==> config.mk <==
export PLATFORM = sky130hd
export DESIGN_NAME = recursive_mutex_table
export DESIGN_NICKNAME = d
export VERILOG_FILES = /design/src/hdl/rmt_pkg.sv /design/src/hdl/rmt_front.sv /design/src/hdl/rmt_queue.sv /design/src/hdl/rmt_back.sv /design/src/hdl/recursive_mutex_table.sv
export VERILOG_INCLUDE_DIRS = /design/src /design/src/hdl
export SDC_FILE = /design/constraint.sdc
export NUM_CORES = 1
export LEC_CHECK = 0
export BUFFER_PORTS_ARGS = -buffer_cell sky130_fd_sc_hd__buf_2
export CORE_ASPECT_RATIO = 0.5
export CORE_MARGIN = 4
export CORE_UTILIZATION = 50
export CTS_CLUSTER_SIZE = 14
export DETAILED_ROUTE_END_ITERATION = 7
export PLACE_DENSITY = 0.79
export SLEW_MARGIN = 20
export SYNTH_ARGS = -nofsm -noshare
export SYNTH_HDL_FRONTEND = slang
export SYNTH_SLANG_ARGS = --single-unit
==> constraint.sdc <==
create_clock -name clk_i -period 4.3 [get_ports clk_i]
set_input_delay 0.86 -clock clk_i [delete_from_list [all_inputs] [get_ports clk_i]]
set_output_delay 0.86 -clock clk_i [all_outputs]
set_load 0.005 [all_outputs]
==> src/hdl/assert_macros.svh <==
// assertion helpers for the rtl
`ifndef ASSERT_MACROS_SVH
`define ASSERT_MACROS_SVH

// clocked assertion, disabled while reset is active
`define RMT_ASSERT(lbl, clk, rst_n, prop, msg) \
  lbl: assert property (@(posedge clk) disable iff (!rst_n) prop) else $error(msg);

// clocked assertion that also holds during reset
`define RMT_ASSERT_ALWAYS(lbl, clk, prop, msg) \
  lbl: assert property (@(posedge clk) prop) else $error(msg);

`endif

==> src/hdl/rmt_pkg.sv <==
`default_nettype none

package rmt_pkg;

  // table sizing
  localparam int NUM_MUTEXES    = 16;
  localparam int QUEUE_DEPTH    = 64;
  localparam int THREAD_ID_BITS = 8;
  localparam int COUNT_BITS     = 16;

  // port field widths
  localparam int CMD_W = 3;
  localparam int SEL_W = 5;
  localparam int TID_W = 8;

  // derived widths
  localparam int MUTEX_IDX_W = $clog2(NUM_MUTEXES);
  localparam int ALLOC_W     = $clog2(NUM_MUTEXES + 1);
  localparam int Q_IDX_W     = $clog2(QUEUE_DEPTH);
  localparam int WCNT_W      = $clog2(QUEUE_DEPTH + 1);
  localparam int MEM_DEPTH   = NUM_MUTEXES * QUEUE_DEPTH;
  localparam int MEM_AW      = MUTEX_IDX_W + Q_IDX_W;

  localparam logic [COUNT_BITS-1:0] CNT_MAX = '1;

  // request queue between front and back
  localparam int QUEUE_SLOTS = 2;
  localparam int SLOT_W      = $clog2(QUEUE_SLOTS);
  localparam int SLOT_CNT_W  = $clog2(QUEUE_SLOTS + 1);

  // command codes
  localparam logic [CMD_W-1:0] CMD_CREATE  = 3'd0;
  localparam logic [CMD_W-1:0] CMD_LOCK    = 3'd1;
  localparam logic [CMD_W-1:0] CMD_TRYLOCK = 3'd2;
  localparam logic [CMD_W-1:0] CMD_UNLOCK  = 3'd3;
  localparam logic [CMD_W-1:0] CMD_DESTROY = 3'd4;

  // classified operation handed to the back end
  typedef enum logic [2:0] {
    OP_ERROR,
    OP_CREATE,
    OP_LOCK,
    OP_TRYLOCK,
    OP_UNLOCK,
    OP_DESTROY
  } op_kind_e;

  typedef struct packed {
    op_kind_e                   kind;
    logic [MUTEX_IDX_W-1:0]     idx;
    logic [THREAD_ID_BITS-1:0]  tid;
    logic [SEL_W-1:0]           new_id;
  } op_t;

  typedef struct packed {
    logic not_empty;
    logic not_full;
  } q_stat_t;

endpackage

`default_nettype wire

==> src/hdl/rmt_front.sv <==
`default_nettype none

module rmt_front import rmt_pkg::*; (
  input  wire logic              clk_i,
  input  wire logic              rst_ni,
  input  wire logic              in_valid_i,
  output      logic              in_ready_o,
  input  wire logic [CMD_W-1:0]  cmd_i,
  input  wire logic [SEL_W-1:0]  mutex_sel_i,
  input  wire logic [TID_W-1:0]  thread_id_i,
  input  wire q_stat_t           q_stat_i,
  output      logic              push_valid_o,
  output      op_t               push_op_o
);

  logic [ALLOC_W-1:0] alloc_q, alloc_d;
  logic               sel_ok;
  logic               table_full;
  logic               accept;

  assign in_ready_o   = q_stat_i.not_full;
  assign accept       = in_valid_i && in_ready_o;
  assign push_valid_o = accept;

  assign sel_ok     = (mutex_sel_i != '0) && (32'(mutex_sel_i) <= 32'(alloc_q));
  assign table_full = (32'(alloc_q) >= NUM_MUTEXES);

  // classify the request
  always_comb begin
    push_op_o.kind   = OP_ERROR;
    push_op_o.idx    = MUTEX_IDX_W'(mutex_sel_i - SEL_W'(1));
    push_op_o.tid    = thread_id_i[THREAD_ID_BITS-1:0];
    push_op_o.new_id = '0;
    alloc_d          = alloc_q;
    case (cmd_i)
      CMD_CREATE: begin
        if (!table_full) begin
          push_op_o.kind   = OP_CREATE;
          push_op_o.new_id = SEL_W'(alloc_q + ALLOC_W'(1));
          alloc_d          = alloc_q + ALLOC_W'(1);
        end
      end
      CMD_LOCK:    if (sel_ok) push_op_o.kind = OP_LOCK;
      CMD_TRYLOCK: if (sel_ok) push_op_o.kind = OP_TRYLOCK;
      CMD_UNLOCK:  if (sel_ok) push_op_o.kind = OP_UNLOCK;
      CMD_DESTROY: if (sel_ok) push_op_o.kind = OP_DESTROY;
      default:     push_op_o.kind = OP_ERROR;
    endcase
  end

  // allocation counter, only moves on an accepted create
  always_ff @(posedge clk_i or negedge rst_ni) begin
    if (!rst_ni) begin
      alloc_q <= '0;
    end else if (accept) begin
      alloc_q <= alloc_d;
    end
  end

endmodule

`default_nettype wire

==> src/hdl/rmt_queue.sv <==
`default_nettype none

module rmt_queue import rmt_pkg::*; (
  input  wire logic    clk_i,
  input  wire logic    rst_ni,
  input  wire logic    push_valid_i,
  input  wire op_t     push_op_i,
  input  wire logic    pop_ready_i,
  output      op_t     pop_op_o,
  output      q_stat_t stat_o
);

  op_t                   slots_q [QUEUE_SLOTS];
  logic [SLOT_W-1:0]     wr_ptr_q, rd_ptr_q;
  logic [SLOT_CNT_W-1:0] cnt_q;
  logic                  do_push, do_pop;

  assign stat_o.not_empty = (cnt_q != '0);
  assign stat_o.not_full  = (32'(cnt_q) < QUEUE_SLOTS);
  assign do_push          = push_valid_i && stat_o.not_full;
  assign do_pop           = pop_ready_i && stat_o.not_empty;
  assign pop_op_o         = slots_q[rd_ptr_q];

  // pointers and fill count
  always_ff @(posedge clk_i or negedge rst_ni) begin
    if (!rst_ni) begin
      wr_ptr_q <= '0;
      rd_ptr_q <= '0;
      cnt_q    <= '0;
    end else begin
      if (do_push) begin
        wr_ptr_q <= (32'(wr_ptr_q) == QUEUE_SLOTS - 1) ? '0 : wr_ptr_q + SLOT_W'(1);
      end
      if (do_pop) begin
        rd_ptr_q <= (32'(rd_ptr_q) == QUEUE_SLOTS - 1) ? '0 : rd_ptr_q + SLOT_W'(1);
      end
      if (do_push && !do_pop) begin
        cnt_q <= cnt_q + SLOT_CNT_W'(1);
      end else if (do_pop && !do_push) begin
        cnt_q <= cnt_q - SLOT_CNT_W'(1);
      end
    end
  end

  // slot storage
  always_ff @(posedge clk_i) begin
    if (do_push) begin
      slots_q[wr_ptr_q] <= push_op_i;
    end
  end

endmodule

`default_nettype wire

==> src/hdl/rmt_back.sv <==
`default_nettype none

module rmt_back import rmt_pkg::*; (
  input  wire logic             clk_i,
  input  wire logic             rst_ni,
  input  wire q_stat_t          q_stat_i,
  input  wire op_t              op_i,
  output      logic             pop_ready_o,
  output      logic             out_valid_o,
  input  wire logic             out_ready_i,
  output      logic             status_o,
  output      logic [SEL_W-1:0] new_mutex_id_o
);

  // per-mutex table
  logic                      locked_q [NUM_MUTEXES];
  logic [THREAD_ID_BITS-1:0] owner_q  [NUM_MUTEXES];
  logic [COUNT_BITS-1:0]     cnt_q    [NUM_MUTEXES];
  logic [WCNT_W-1:0]         wcnt_q   [NUM_MUTEXES];
  logic [Q_IDX_W-1:0]        head_q   [NUM_MUTEXES];

  // waiting thread ids, one ring per mutex
  logic [THREAD_ID_BITS-1:0] waiter_mem [MEM_DEPTH];

  logic                      out_valid_q;
  logic                      status_q, status_d;
  logic [SEL_W-1:0]          new_id_q, new_id_d;

  logic                      fire;
  logic                      e_locked, n_locked;
  logic [THREAD_ID_BITS-1:0] e_owner, n_owner;
  logic [COUNT_BITS-1:0]     e_cnt, n_cnt, cnt_dec;
  logic [WCNT_W-1:0]         e_wcnt, n_wcnt;
  logic [Q_IDX_W-1:0]        e_head, n_head;
  logic                      owner_hit;
  logic                      mem_we;
  logic [Q_IDX_W-1:0]        tail_pos;

  assign pop_ready_o    = !out_valid_q || out_ready_i;
  assign fire           = pop_ready_o && q_stat_i.not_empty;
  assign out_valid_o    = out_valid_q;
  assign status_o       = status_q;
  assign new_mutex_id_o = new_id_q;

  assign e_locked  = locked_q[op_i.idx];
  assign e_owner   = owner_q[op_i.idx];
  assign e_cnt     = cnt_q[op_i.idx];
  assign e_wcnt    = wcnt_q[op_i.idx];
  assign e_head    = head_q[op_i.idx];
  assign owner_hit = e_locked && (e_owner == op_i.tid);
  assign cnt_dec   = (e_cnt != '0) ? e_cnt - COUNT_BITS'(1) : '0;
  // ring index wraps at the queue depth
  assign tail_pos  = e_head + Q_IDX_W'(e_wcnt);

  // execute one request on the selected entry
  always_comb begin
    n_locked = e_locked;
    n_owner  = e_owner;
    n_cnt    = e_cnt;
    n_wcnt   = e_wcnt;
    n_head   = e_head;
    mem_we   = 1'b0;
    status_d = 1'b1;
    new_id_d = '0;
    case (op_i.kind)
      OP_CREATE: begin
        status_d = 1'b0;
        new_id_d = op_i.new_id;
      end
      OP_LOCK, OP_TRYLOCK: begin
        if (!e_locked) begin
          n_locked = 1'b1;
          n_owner  = op_i.tid;
          n_cnt    = COUNT_BITS'(1);
          status_d = 1'b0;
        end else if (owner_hit) begin
          if (e_cnt != CNT_MAX) begin
            n_cnt    = e_cnt + COUNT_BITS'(1);
            status_d = 1'b0;
          end
        end else if ((op_i.kind == OP_LOCK) && (32'(e_wcnt) < QUEUE_DEPTH)) begin
          mem_we = 1'b1;
          n_wcnt = e_wcnt + WCNT_W'(1);
        end
      end
      OP_UNLOCK: begin
        if (owner_hit) begin
          status_d = 1'b0;
          n_cnt    = cnt_dec;
          if (cnt_dec == '0) begin
            n_locked = 1'b0;
            n_owner  = '0;
            if (e_wcnt != '0) begin
              n_head = e_head + Q_IDX_W'(1);
              n_wcnt = e_wcnt - WCNT_W'(1);
            end
          end
        end
      end
      OP_DESTROY: begin
        status_d = e_locked || (e_wcnt != '0);
      end
      default: begin
        status_d = 1'b1;
      end
    endcase
  end

  // table write-back
  always_ff @(posedge clk_i or negedge rst_ni) begin
    if (!rst_ni) begin
      for (int i = 0; i < NUM_MUTEXES; i++) begin
        locked_q[i] <= 1'b0;
        owner_q[i]  <= '0;
        cnt_q[i]    <= '0;
        wcnt_q[i]   <= '0;
        head_q[i]   <= '0;
      end
    end else if (fire) begin
      locked_q[op_i.idx] <= n_locked;
      owner_q[op_i.idx]  <= n_owner;
      cnt_q[op_i.idx]    <= n_cnt;
      wcnt_q[op_i.idx]   <= n_wcnt;
      head_q[op_i.idx]   <= n_head;
    end
  end

  // waiter ring write
  always_ff @(posedge clk_i) begin
    if (fire && mem_we) begin
      waiter_mem[{op_i.idx, tail_pos}] <= op_i.tid;
    end
  end

  // output register
  always_ff @(posedge clk_i or negedge rst_ni) begin
    if (!rst_ni) begin
      out_valid_q <= 1'b0;
    end else if (pop_ready_o) begin
      out_valid_q <= fire;
    end
  end

  always_ff @(posedge clk_i) begin
    if (fire) begin
      status_q <= status_d;
      new_id_q <= new_id_d;
    end
  end

endmodule

`default_nettype wire

==> src/hdl/recursive_mutex_table.sv <==
// path: an accepted request is written into the request queue, then executed by the back end into the result register
// throughput: one request per cycle; the front stalls only when the two-slot
//   request queue is full, which happens while the result register is held
// reset: asynchronous active-low; clears the allocation count, all mutex
//   entries and the queue; the waiter store needs no clearing
`default_nettype none

`include "assert_macros.svh"

module recursive_mutex_table import rmt_pkg::*; (
  input  wire logic             clk_i,
  input  wire logic             rst_ni,
  input  wire logic             in_valid_i,
  output      logic             in_ready_o,
  input  wire logic [CMD_W-1:0] cmd_i,
  input  wire logic [SEL_W-1:0] mutex_sel_i,
  input  wire logic [TID_W-1:0] thread_id_i,
  output      logic             out_valid_o,
  input  wire logic             out_ready_i,
  output      logic             status_o,
  output      logic [SEL_W-1:0] new_mutex_id_o
);

  q_stat_t q_stat;
  logic    push_valid;
  op_t     push_op;
  op_t     pop_op;
  logic    pop_ready;

  // classify requests and hand out ids
  rmt_front u_front (
    .clk_i        (clk_i),
    .rst_ni       (rst_ni),
    .in_valid_i   (in_valid_i),
    .in_ready_o   (in_ready_o),
    .cmd_i        (cmd_i),
    .mutex_sel_i  (mutex_sel_i),
    .thread_id_i  (thread_id_i),
    .q_stat_i     (q_stat),
    .push_valid_o (push_valid),
    .push_op_o    (push_op)
  );

  // decoupling queue
  rmt_queue u_queue (
    .clk_i        (clk_i),
    .rst_ni       (rst_ni),
    .push_valid_i (push_valid),
    .push_op_i    (push_op),
    .pop_ready_i  (pop_ready),
    .pop_op_o     (pop_op),
    .stat_o       (q_stat)
  );

  // mutex table execution
  rmt_back u_back (
    .clk_i          (clk_i),
    .rst_ni         (rst_ni),
    .q_stat_i       (q_stat),
    .op_i           (pop_op),
    .pop_ready_o    (pop_ready),
    .out_valid_o    (out_valid_o),
    .out_ready_i    (out_ready_i),
    .status_o       (status_o),
    .new_mutex_id_o (new_mutex_id_o)
  );

  // an accepted request is queued by the next cycle
  `RMT_ASSERT(a_push_lands, clk_i, rst_ni, in_valid_i && in_ready_o |=> q_stat.not_empty, "accepted request missing from queue")
  // a result only appears after the queue held a request
  `RMT_ASSERT(a_out_from_queue, clk_i, rst_ni, $rose(out_valid_o) |-> $past(q_stat.not_empty), "result without queued request")
  // with the queue empty a taken result is not replaced
  `RMT_ASSERT(a_no_phantom, clk_i, rst_ni, out_valid_o && out_ready_i && !q_stat.not_empty |=> !out_valid_o, "result invented from empty queue")
  // the queue never refuses input while it is empty
  `RMT_ASSERT_ALWAYS(a_empty_ready, clk_i, !rst_ni || q_stat.not_empty || in_ready_o, "empty queue stalls input")

endmodule

`default_nettype wire
Word-level counts from Yosys, hierarchy flattened
Memory sizes are Yosys's and may differ from the RTL's.
Cells that the tools add are included.
Storage, ports and cells
  memories kept: 1
  flip-flop bits (word level): 528
  input bits: 20
  word-level logic and storage cells: 187
  bits in writable memories: 40
Cells by class
  reductions and logical operators: 23
  $add $sub $neg: 10
  equal/unequal tests: 11
  order comparisons: 6
  bitwise logic cells: 2
  mux-type cells: 63
Memories
  u_queue.slots_q: words 2, bits a word 20, read ports 1, clocked after Yosys merged registers in 0, write ports 1, RTL line rmt_queue.sv:13  | op_t slots_q [QUEUE_SLOTS];
Operators by type and width (number)
  256-bit bitwise mux: 1
  128-bit bitwise mux: 1
  16-bit 2-to-1 mux: 8
  112-bit bitwise mux: 1
  16-bit binary-select mux with 4-bit select: 1
  16-bit demux with 4-bit select: 1
  7-bit 2-to-1 mux: 9
  8-bit 2-to-1 mux: 6
  8-bit binary-select mux with 4-bit select: 1
  8-bit demux with 4-bit select: 1
  16-bit one-hot mux with 2 select lines: 1
  7-bit binary-select mux with 4-bit select: 1
  7-bit demux with 4-bit select: 1
  16-bit by 1-bit adder with 16-bit output, second input constant: 1
  16-bit bitwise mux: 1
  16-bit zero test: 1
  16-bit != test, second input constant: 1
  8-bit one-hot mux with 2 select lines: 1
  16-bit nonzero test: 1
  16-bit by 1-bit subtractor with 16-bit output, second input constant: 1
  3-bit one-hot mux with 5 select lines: 1
  1-bit 2-to-1 mux: 14
  7-bit one-hot mux with 2 select lines: 1
  3-bit by 2-bit == test with 1-bit output, second input constant: 4
  33 further kinds: 55

Logic depth before layout (Yosys ltp)
Gate-level depths: netlist of run 1.
An unclocked memory read counts as a cell.
  depth in word-level cells: 12
  mapped depth: 22
  mapped depth without buffers: 13

Modules after synthesis
A second synthesis of run 1 with hierarchy kept.
Unflattened totals
  cells, all modules: 2358
  area, all modules: 27106.0 µm²
By module, submodules not included
  rmt_back: instances 1, cells an instance 2204, area an instance 24751.2 µm²
  rmt_queue: instances 1, cells an instance 79, area an instance 1724.2 µm²
  rmt_front: instances 1, cells an instance 75, area an instance 630.6 µm²

Worst setup path after synthesis of run 1
OpenSTA, ideal clock, no wires.
  kind: reg-to-reg
  start point: register u_queue.rd_ptr_q
  end point: register u_back.wcnt_q[15] (netlist bit)
  arrival time: 4641 ps
  buffers on the path: 6
  stages on the path, launching flop included: 20
  required time: 4175 ps
  period minus slack after synthesis: 4766 ps
  slack: -466 ps
  cell sequence: dfrtp_1 mux2_4 buf_6 buf_8 buf_12 buf_12 buf_8 mux4_2 and2_4 nor4_4 ha_1 inv_1 nor3_1 a41oi_1 a211oi_1 nand3_1 or4_1 o311a_2 buf_6 mux2_2
Between the ends
  cells in the longest elaborated chain, start to end: 12
RTL lines
  from (decl): RTL line rmt_queue.sv:14  | logic [SLOT_W-1:0] wr_ptr_q, rd_ptr_q;
  from (signal assigned): RTL line rmt_queue.sv:35  | rd_ptr_q <= (32'(rd_ptr_q) == QUEUE_SLOTS - 1) ? '0 : rd_ptr_q + SLOT_W'(1);
  memory 2 x 20 bit (*)
  4-bit NOT with 5-bit output (not written as such)
  16-bit binary-select mux with 4-bit select / 7-bit binary-select mux with 4-bit select (equally long branches): RTL line rmt_back.sv:47, rmt_back.sv:48
  16-bit 2-to-1 mux (not written as such) / 7-bit 2-to-1 mux (equally long branches) (2 in series): RTL line rmt_back.sv:47, rmt_back.sv:48
  16-bit by 1-bit subtractor with 16-bit output, or another cell as far along: RTL line rmt_back.sv:51  | assign cnt_dec = (e_cnt != '0) ? e_cnt - COUNT_BITS'(1) : '0;
  16-bit 2-to-1 mux / 1-bit logical AND (equally long branches): RTL line rmt_back.sv:51, rmt_back.sv:81
  16-bit zero test / 7-bit 2-to-1 mux (equally long branches): RTL line rmt_back.sv:90, rmt_back.sv:81
  7-bit 2-to-1 mux (on tied branches): RTL line rmt_back.sv:90, rmt_back.sv:76
  7-bit 2-to-1 mux (on tied branches): RTL line rmt_back.sv:87, rmt_back.sv:71
  7-bit one-hot mux with 2 select lines: RTL line rmt_back.sv:65  | case (op_i.kind)
  112-bit bitwise mux (*): RTL line rmt_back.sv:123  | wcnt_q[op_i.idx] <= n_wcnt;
  to (signal, indexed assignment): RTL line rmt_back.sv:123
  to (decl): RTL line rmt_back.sv:19  | logic [WCNT_W-1:0] wcnt_q [NUM_MUTEXES];
Every way passes the cells marked *; elsewhere a longest branch is shown, timed or not. The select of a mux whose other input is x is not followed.
A chain may end at the register's enable or synchronous reset.

Final worst setup path of run 1
  start point: memory u_queue.slots_q[1][13] (netlist bit)
  end point: register u_back.wcnt_q[9] (netlist bit)
Between the ends
  cells in the longest elaborated chain, start to end: 12
RTL lines (RTL line)
  from (decl): rmt_queue.sv:13
  memory 2 x 20 bit (*)
  4-bit NOT with 5-bit output (not written as such) (*)
  16-bit binary-select mux with 4-bit select / 7-bit binary-select mux with 4-bit select (equally long branches): rmt_back.sv:47, rmt_back.sv:48
  16-bit 2-to-1 mux (not written as such) / 7-bit 2-to-1 mux (equally long branches) (2 in series): rmt_back.sv:47, rmt_back.sv:48
  16-bit by 1-bit subtractor with 16-bit output, or another cell as far along: rmt_back.sv:51
  16-bit 2-to-1 mux / 1-bit logical AND (equally long branches): rmt_back.sv:51, rmt_back.sv:81
  16-bit zero test / 7-bit 2-to-1 mux (equally long branches): rmt_back.sv:90, rmt_back.sv:81
  7-bit 2-to-1 mux (on tied branches): rmt_back.sv:90, rmt_back.sv:76
  7-bit 2-to-1 mux (on tied branches): rmt_back.sv:87, rmt_back.sv:71
  7-bit one-hot mux with 2 select lines: rmt_back.sv:65
  112-bit bitwise mux (*): rmt_back.sv:123
Marked as above.

==> results of run 1 <==
## cell families (layout without fill, tap and decap cells)
family	count (synthesis)	after routing	synth area share (%)
AND/OR/NAND/NOR	713	714	12.2
adder cells (fa/ha/maj)	14	14	0.624
XOR/XNOR	27	27	0.843
multiplexers	346	346	16.7
flip-flops	568	568	51.5
buffers and inverters	255	491	3.91
AO/OA/AOI/OAI	632	633	14.2
## per-layer routing
layer  up-vias  routed length, µm  GRT usage, %
met5         -                  0             0
met4         0               3600          10.5
met3       317               9710          7.37
met2      1378              38900          43.0
met1     11700              35400          40.0
li1       9752                  -             -
## placed cells by master, fill, tap and decap left out, types with 11 or more instances in the layout
| cell | n |
|---|---|
| dfrtp_1 | 521 |
| nand2_1 | 408 |
| o21ai_0 | 300 |
| buf_4 | 254 |
| mux2_2 | 224 |
| o21a_1 | 94 |
| mux4_2 | 75 |
| nand4_1 | 57 |
| clkbuf_16 | 55 |
| buf_12 | 48 |
| edfxtp_1 | 46 |
| nor2_1 | 44 |
| mux2i_1 | 36 |
| o21ai_1 | 34 |
| buf_6 | 33 |
| nand4b_1 | 32 |
| buf_2 | 28 |
| o41ai_1 | 23 |
| nor3_1 | 22 |
| inv_1 | 21 |
| a41oi_1 | 21 |
| nand2_2 | 18 |
| a22oi_1 | 17 |
| o21ai_2 | 16 |
| xnor2_1 | 15 |
| nand3_1 | 14 |
| clkbuf_1 | 14 |
| a21oi_1 | 13 |
| o41ai_2 | 12 |
| ha_1 | 12 |
| clkinv_2 | 12 |
| o22ai_1 | 11 |
| and4b_1 | 11 |
## registers in the layout (all words and copies together), names as in the netlist, 2 cells and up
register	count
u_back.new_mutex_id_o	5
u_back.wcnt_q	112
u_back.cnt_q	256
u_front.alloc_q	5
u_queue.cnt_q	2
u_back.locked_q	16
u_back.owner_q	128
u_queue.slots_q	40
## report_power, final
part / switching (mW) / internal [mW]
Clock: 2.08 / 2.61
Sequential: 0.545 / 6.35
Combinational: 4.32 / 3.27
Total: 6.94 / 12.2
## stage by stage
stage,utilization [%],total power [mW],setup slack (ns),cells,hold WS (ns)
2_1_floorplan,-,10.5,-0.0280,2555,0.444
3_3_place_gp,55.8,13.1,-0.390,3391,0.456
3_5_place_dp,55.8,13.3,-0.401,3391,0.464
4_1_cts,60.4,18.5,-0.0506,3526,0.384
5_1_grt,61.7,19.9,-0.267,3549,0.415
6_report,61.7,19.2,-0.193,3549,0.356
## final cells by class
class	instances	area (µm²)	area share, %
clock buffers	76	1500	4.39
clock inverters	19	184	0.537
inverters	24	95.1	0.278
multi-input cells	1734	13500	39.4
flip-flops and latches	568	14400	42.2
well taps	756	946	2.76
repair buffers	372	3560	10.4
## synth_stat cells (all sizes together), types with 22 or more instances
master  instances
dfrtp         522
nand2         426
o21ai         350
mux2          229
clkbuf        171
o21a           95
mux4           75
buf            60
nand4          57
nor2           49
edfxtp         46
mux2i          42
o41ai          35
nand4b         32
nor3           30
a41oi          26
inv            24
nor4           24
a21oi          22
nand3          22
## how the worst min path moves through the flow
| stage | slack (ns) | from | cells past startpoint | to |
|---|---|---|---|---|
| finish | 0.36 | rst_ni | 1 | u_back.cnt_q[116]$_DFFE_PN0P_ |
| global route | 0.41 | rst_ni | 1 | u_back.cnt_q[116]$_DFFE_PN0P_ |
| CTS | 0.38 | rst_ni | 1 | u_back.cnt_q[100]$_DFFE_PN0P_ |
| detailed placement | 0.46 | u_back.cnt_q[167]$_DFFE_PN0P_ | 2 | u_back.cnt_q[167]$_DFFE_PN0P_ |
| global placement | 0.46 | u_back.cnt_q[57]$_DFFE_PN0P_ | 2 | u_back.cnt_q[57]$_DFFE_PN0P_ |
| floorplan | 0.44 | u_back.cnt_q[145]$_DFFE_PN0P_ | 2 | u_back.cnt_q[145]$_DFFE_PN0P_ |
## worst max-delay path: stages (launching register included)
cell	delay, ns
edfxtp_1	0.52
mux2_8	0.40
buf_12	0.16
buf_8	0.14
mux4_2	0.41
and2_4	0.18
nor4_4	0.23
buf_4	0.18
inv_4	0.04
buf_6	0.12
o211ai_1	0.37
a2bb2oi_4	0.22
o32ai_4	0.15
a31oi_4	0.30
nor2_2	0.15
a221o_1	0.36
buf_6	0.16
mux2_2	0.27
## what timing repair did
item,CTS,global route
hold buffers,0,0
setup endpoints to repair,470,510
resized for setup,100,138
buffers inserted,36,21
hold endpoints to repair,0,0
pin swaps,24,40
cloned,5,5
==> metrics.yaml, run 1 <==
place.gp.congestion: 1.03
first_pass_iters: 8
vdd_ir_drop_max_v: 0.000353
dr.first_iter.drc_count: 2870
clock-sinks: 568
rsz0062_at_grt: "yes"
crit_required_ns: 4.77
synth_fp_nets: 2589
grtUsageTotal_pct: 28.4
ys_ff_latch: 568
netlist.area_leader.share_pct: 46.6
antenna_left: 0
antenna_found_initial: 0
nNetsFinal: 2786
drive_above_1_share_pct: 33.0
grt-ovfl-total: 0
die_h_um: 176
synth_cells: 2555
clockBufferDepth: 3
drv_cap: 0
report.final.slew_viol_count: 0
die_w_um: 343
vias_per_cell: 6.51
synth.distinct_cells: 78
area_growth_syn_to_layout_pct: 22.0
period_share_pct: 104
fill_cells: 4083
rrSetupSlack_ns: -0.19
grt_first_pass_wirelength_um: 134000
status: "finished, violations left"
boundaryPins: 28
worstPathArrival_ns: 4.96
cts_tree: "built"
power_density_nw_per_um2: 560
start_kind: "register"
fin_setup_tns_ns: -21.71
endpoint: "u_back.wcnt_q[9]$_DFFE_PN0P_"
period_minus_slack_ns: 4.49
ys_warn_count: 0
coreArea_um2: 55500
reg2reg_depth: 17
root_buffer: "clkbuf_16"
num_vias: 23100
synth_area_um2: 28100
num_rows: 61
io_buffers: 27
final.setup_skew_ns: 0.0151
endpoint_kind: "register"
path_clk_slew_ns: 0.06
routedWlPerCell_um: 24.7
synth_top_cell_by_area: "dfrtp_1"
path_max_fanout: 16
hold_class: "input port to async pin"
clock_latency_ns: 0.60
die_area_um2: 60200
synth_ff_type: "dfrtp_1"
ys_seq_area_share_pct: 51.5
finalWirelength_um: 87600
worst_slack_ns: -0.193
finalSetupViolations: 296
hold_viol: 0
worstMarginPinSlew_ns: 1.06
dpl.hpwl_um: 53500
crit_start: "u_queue.slots_q[1][13]$_DFFE_PP_"
diodes: 0
violations: "DRC, setup timing"
synth_edf_count: 46
synth-async-reset-ratio_pct: 91.9
cts_buffers: 52
grt_max_degree: 105
grt_pass1_vias: 22800
synthTopCellsByArea: "dfrtp_1, mux2_2, o21ai_0"
slew_headroom_pct: 29.2
avgSynthCellArea_um2: 11.0
drc: 25
start_util_pct: 50.6
design_area_um2: 34200
htree_levels: 2
leakage_nw: 15.4
reg2reg_from: "u_queue.slots_q[1][13]$_DFFE_PP_"
fmax_mhz: 223
place_area_um2: 31000
critical_path_class: "register to register"
r2r_end: "u_back.wcnt_q[9]$_DFFE_PN0P_"
Power figures use the tool's default switching activity.
==> run 2: changes to the inputs <==
--- a/config.mk
+++ b/config.mk
@@ -8,7 +8,7 @@
 export LEC_CHECK = 0
 export BUFFER_PORTS_ARGS = -buffer_cell sky130_fd_sc_hd__buf_2
 export CORE_ASPECT_RATIO = 0.5
-export CORE_MARGIN = 4
+export CORE_MARGIN = 8
 export CORE_UTILIZATION = 50
 export CTS_CLUSTER_SIZE = 14
 export DETAILED_ROUTE_END_ITERATION = 7
==> metrics.yaml, run 2 (synthesized netlist as in run 1, its figures left out) <==
boundaryPins: 28  # unchanged
antenna_found_initial: 0  # unchanged
drive_above_1_share_pct: 34.1  # was 33.0%
fmax_mhz: 223  # about the same
grt_max_degree: 107  # was 105
final.setup_skew_ns: 0.0207  # was 0.0151 ns
top_register: "u_back.cnt_q"  # unchanged
postCtsHoldBufs: 0  # unchanged
cp_slowest_cell: "or4_4"  # was edfxtp_1
power_density_nw_per_um2: 546  # was 560 nW/µm²
hold_class: "input port to async pin"  # unchanged
cts_buffers: 50  # was 52
grt_first_pass_wirelength_um: 134000  # about the same
hold_viol: 0  # unchanged
cts_tree: "built"  # unchanged
final_cell_mix: "dfrtp_1, nand2_1, o21ai_0, buf_4, mux2_2"  # unchanged
total_power_mw: 18.9  # was 19.2 mW
report.final.slew_viol_count: 0  # unchanged
path_max_fanout: 8  # was 16
clock-sinks: 568  # unchanged
grtUsageTotal_pct: 26.5  # was 28.4%
clockBufferDepth: 3  # unchanged
status: "finished, violations left"  # unchanged
num_vias: 23100  # about the same
dr.first_iter.drc_count: 2726  # was 2870
dpl.hpwl_um: 55600  # was 53500 µm
path_buf_inv: 5  # was 6
leakage_nw: 15.6  # was 15.4 nW
io_buffers: 27  # unchanged
num_rows: 61  # unchanged
seq_power_share_pct: 36.4  # was 36.0%
htree_levels: 2  # unchanged
vdd_ir_drop_max_v: 0.000352  # was 0.000353 V
power.internal_mw: 12.1  # was 12.2 mW
fill_cells: 4125  # was 4083
worst_slack_ns: -0.183  # was -0.193 ns
vias_per_cell: 6.48  # was 6.51
cp.depth: 16  # was 17
coreArea_um2: 55500  # unchanged
nNetsFinal: 2808  # was 2786
root_buffer: "clkbuf_16"  # unchanged
dp_slack_ns: -0.444  # was -0.401 ns
place.gp.congestion: 0.983  # was 1.03
routedWlPerCell_um: 24.9  # was 24.7 µm
post-route-util_pct: 62.5  # was 61.7%
period_minus_slack_ns: 4.48  # was 4.49 ns
diodes: 0  # unchanged
area_growth_syn_to_layout_pct: 23.6  # was 22.0%
violations: "setup timing"  # was DRC, setup timing
grt-ovfl-total: 0  # unchanged
max_stage_delay_ns: 0.56  # was 0.52 ns
biggestRegsByFlops: "u_back.cnt_q (256), u_back.owner_q (128), u_back.wcnt_q (112)"  # unchanged
die_h_um: 184  # was 176 µm
crit_required_ns: 4.77  # about the same
pwr-share-comb_pct: 40.5  # was 39.6%
clock_latency_ns: 0.59  # was 0.60 ns
p_switching_mw: 6.85  # was 6.94 mW
die_area_um2: 64400  # was 60200 µm²
first_pass_iters: 6  # was 8
path_clk_slew_ns: 0.07  # was 0.06 ns
clockPowerShare_pct: 23.1  # was 24.5%
critical_path_class: "register to register"  # unchanged
final_common_cell: "dfrtp_1"  # unchanged
period_share_pct: 104  # about the same
drc: 0  # was 25
worstPathArrival_ns: 4.96  # about the same
start_kind: "register"  # unchanged
worstMarginPinSlew_ns: 1.08  # was 1.06 ns
drv_cap: 0  # unchanged
start_util_pct: 50.6  # unchanged
cp_cell_sequence: "buf_8 -> mux2_4 -> buf_12 -> mux4_2 -> nand2_1 -> nand4_1 -> xnor2_1 -> or4_4 -> nor3_2 -> buf_4 -> buf_6 -> nor2_4 -> o41ai_4 -> a21oi_4 -> buf_6 -> mux2_4"  # was mux2_8 -> buf_12 -> buf_8 -> mux4_2 -> and2_4 -> nor4_4 -> buf_4 -> inv_4 -> buf_6 -> o211ai_1 -> a2bb2oi_4 -> o32ai_4 -> a31oi_4 -> nor2_2 -> a221o_1 -> buf_6 -> mux2_2
finalWirelength_um: 88600  # was 87600 µm
grt_pass1_vias: 22700  # was 22800
slew_headroom_pct: 27.7  # was 29.2%
p_sw_share_pct: 36.2  # about the same
reg2reg_depth: 16  # was 17
largest_reg_flops: 256  # unchanged
cp_top_family: "simple AND/OR/NAND/NOR gates"  # was compound AO/OA/AOI/OAI gates
rsz0062_at_grt: "yes"  # unchanged
finalSetupViolations: 336  # was 296
die_w_um: 351  # was 343 µm
antenna_left: 0  # unchanged
endpoint_kind: "register"  # unchanged
==> run 2: final cells by class <==
class                           count  area (µm²)  area share [%]
Sequential cell                   568       14400            41.7
Multi-Input combinational cell   1736       13700            39.5
Timing Repair Buffer              394        3970            11.5
Clock buffer                       74        1450            4.17
Tap cell                          756         946            2.73
Inverter                           24        90.1           0.260
Clock inverter                     10        81.3           0.235
==> run 2: repair_timing <==
item	CTS	global route
setup buffers	30	27
endpoints found under the setup margin	492	503
gates resized for setup	118	186
pin swaps	27	40
cloned	7	6
==> run 2: worst paths after layout <==
path	startpoint	to	slack (ns)
max in group asynchronous	rst_ni	u_back.owner_q[15]$_DFFE_PN0P_	2.63
min	rst_ni	u_back.out_valid_o$_DFFE_PN0P_	0.32
min reg2reg	u_back.wcnt_q[21]$_DFFE_PN0P_	u_back.wcnt_q[21]$_DFFE_PN0P_	0.48
min in group clk_i	thread_id_i[7]	u_queue.slots_q[0][12]$_DFFE_PP_	0.46
max reg2reg	u_queue.rd_ptr_q$_DFFE_PN0P_	u_back.cnt_q[220]$_DFFE_PN0P_	-0.18
max	u_queue.rd_ptr_q$_DFFE_PN0P_	u_back.cnt_q[220]$_DFFE_PN0P_	-0.18
==> run 2: routing by layer <==
| metal | track usage [%] | up-vias | part of all wire [%] |
|---|---|---|---|
| met5 | 0 | - | 0 |
| met4 | 9.14 | 0 | 3.1 |
| met3 | 5.72 | 221 | 10 |
| met2 | 41.0 | 1421 | 45 |
| met1 | 37.1 | 11600 | 41 |
| li1 | - | 9793 | - |
==> run 2: power groups by stage <==
stage          Combinational (mW)  Clock (mW)  Sequential [mW]
2_1_floorplan                3.77           0             6.77
4_1_cts                      7.05        4.40             6.85
3_3_place_gp                 6.35           0             6.86
5_1_grt                      8.06        4.60             6.96
6_report                     7.66        4.37             6.89
3_5_place_dp                 6.51           0             6.93
==> run 2: through the flow <==
stage                     cells  hold WS [ns]  TNS (ns)  instance area [µm²]
after floorplan            2555         0.444    -0.635                28200
after global placement     3413         0.457    -69.44                31200
after detailed placement   3413         0.465    -71.90                31200
after CTS                  3533         0.365     -1.61                33700
after global routing       3562         0.403    -88.00                34700
final                      3562         0.319    -26.43                34700
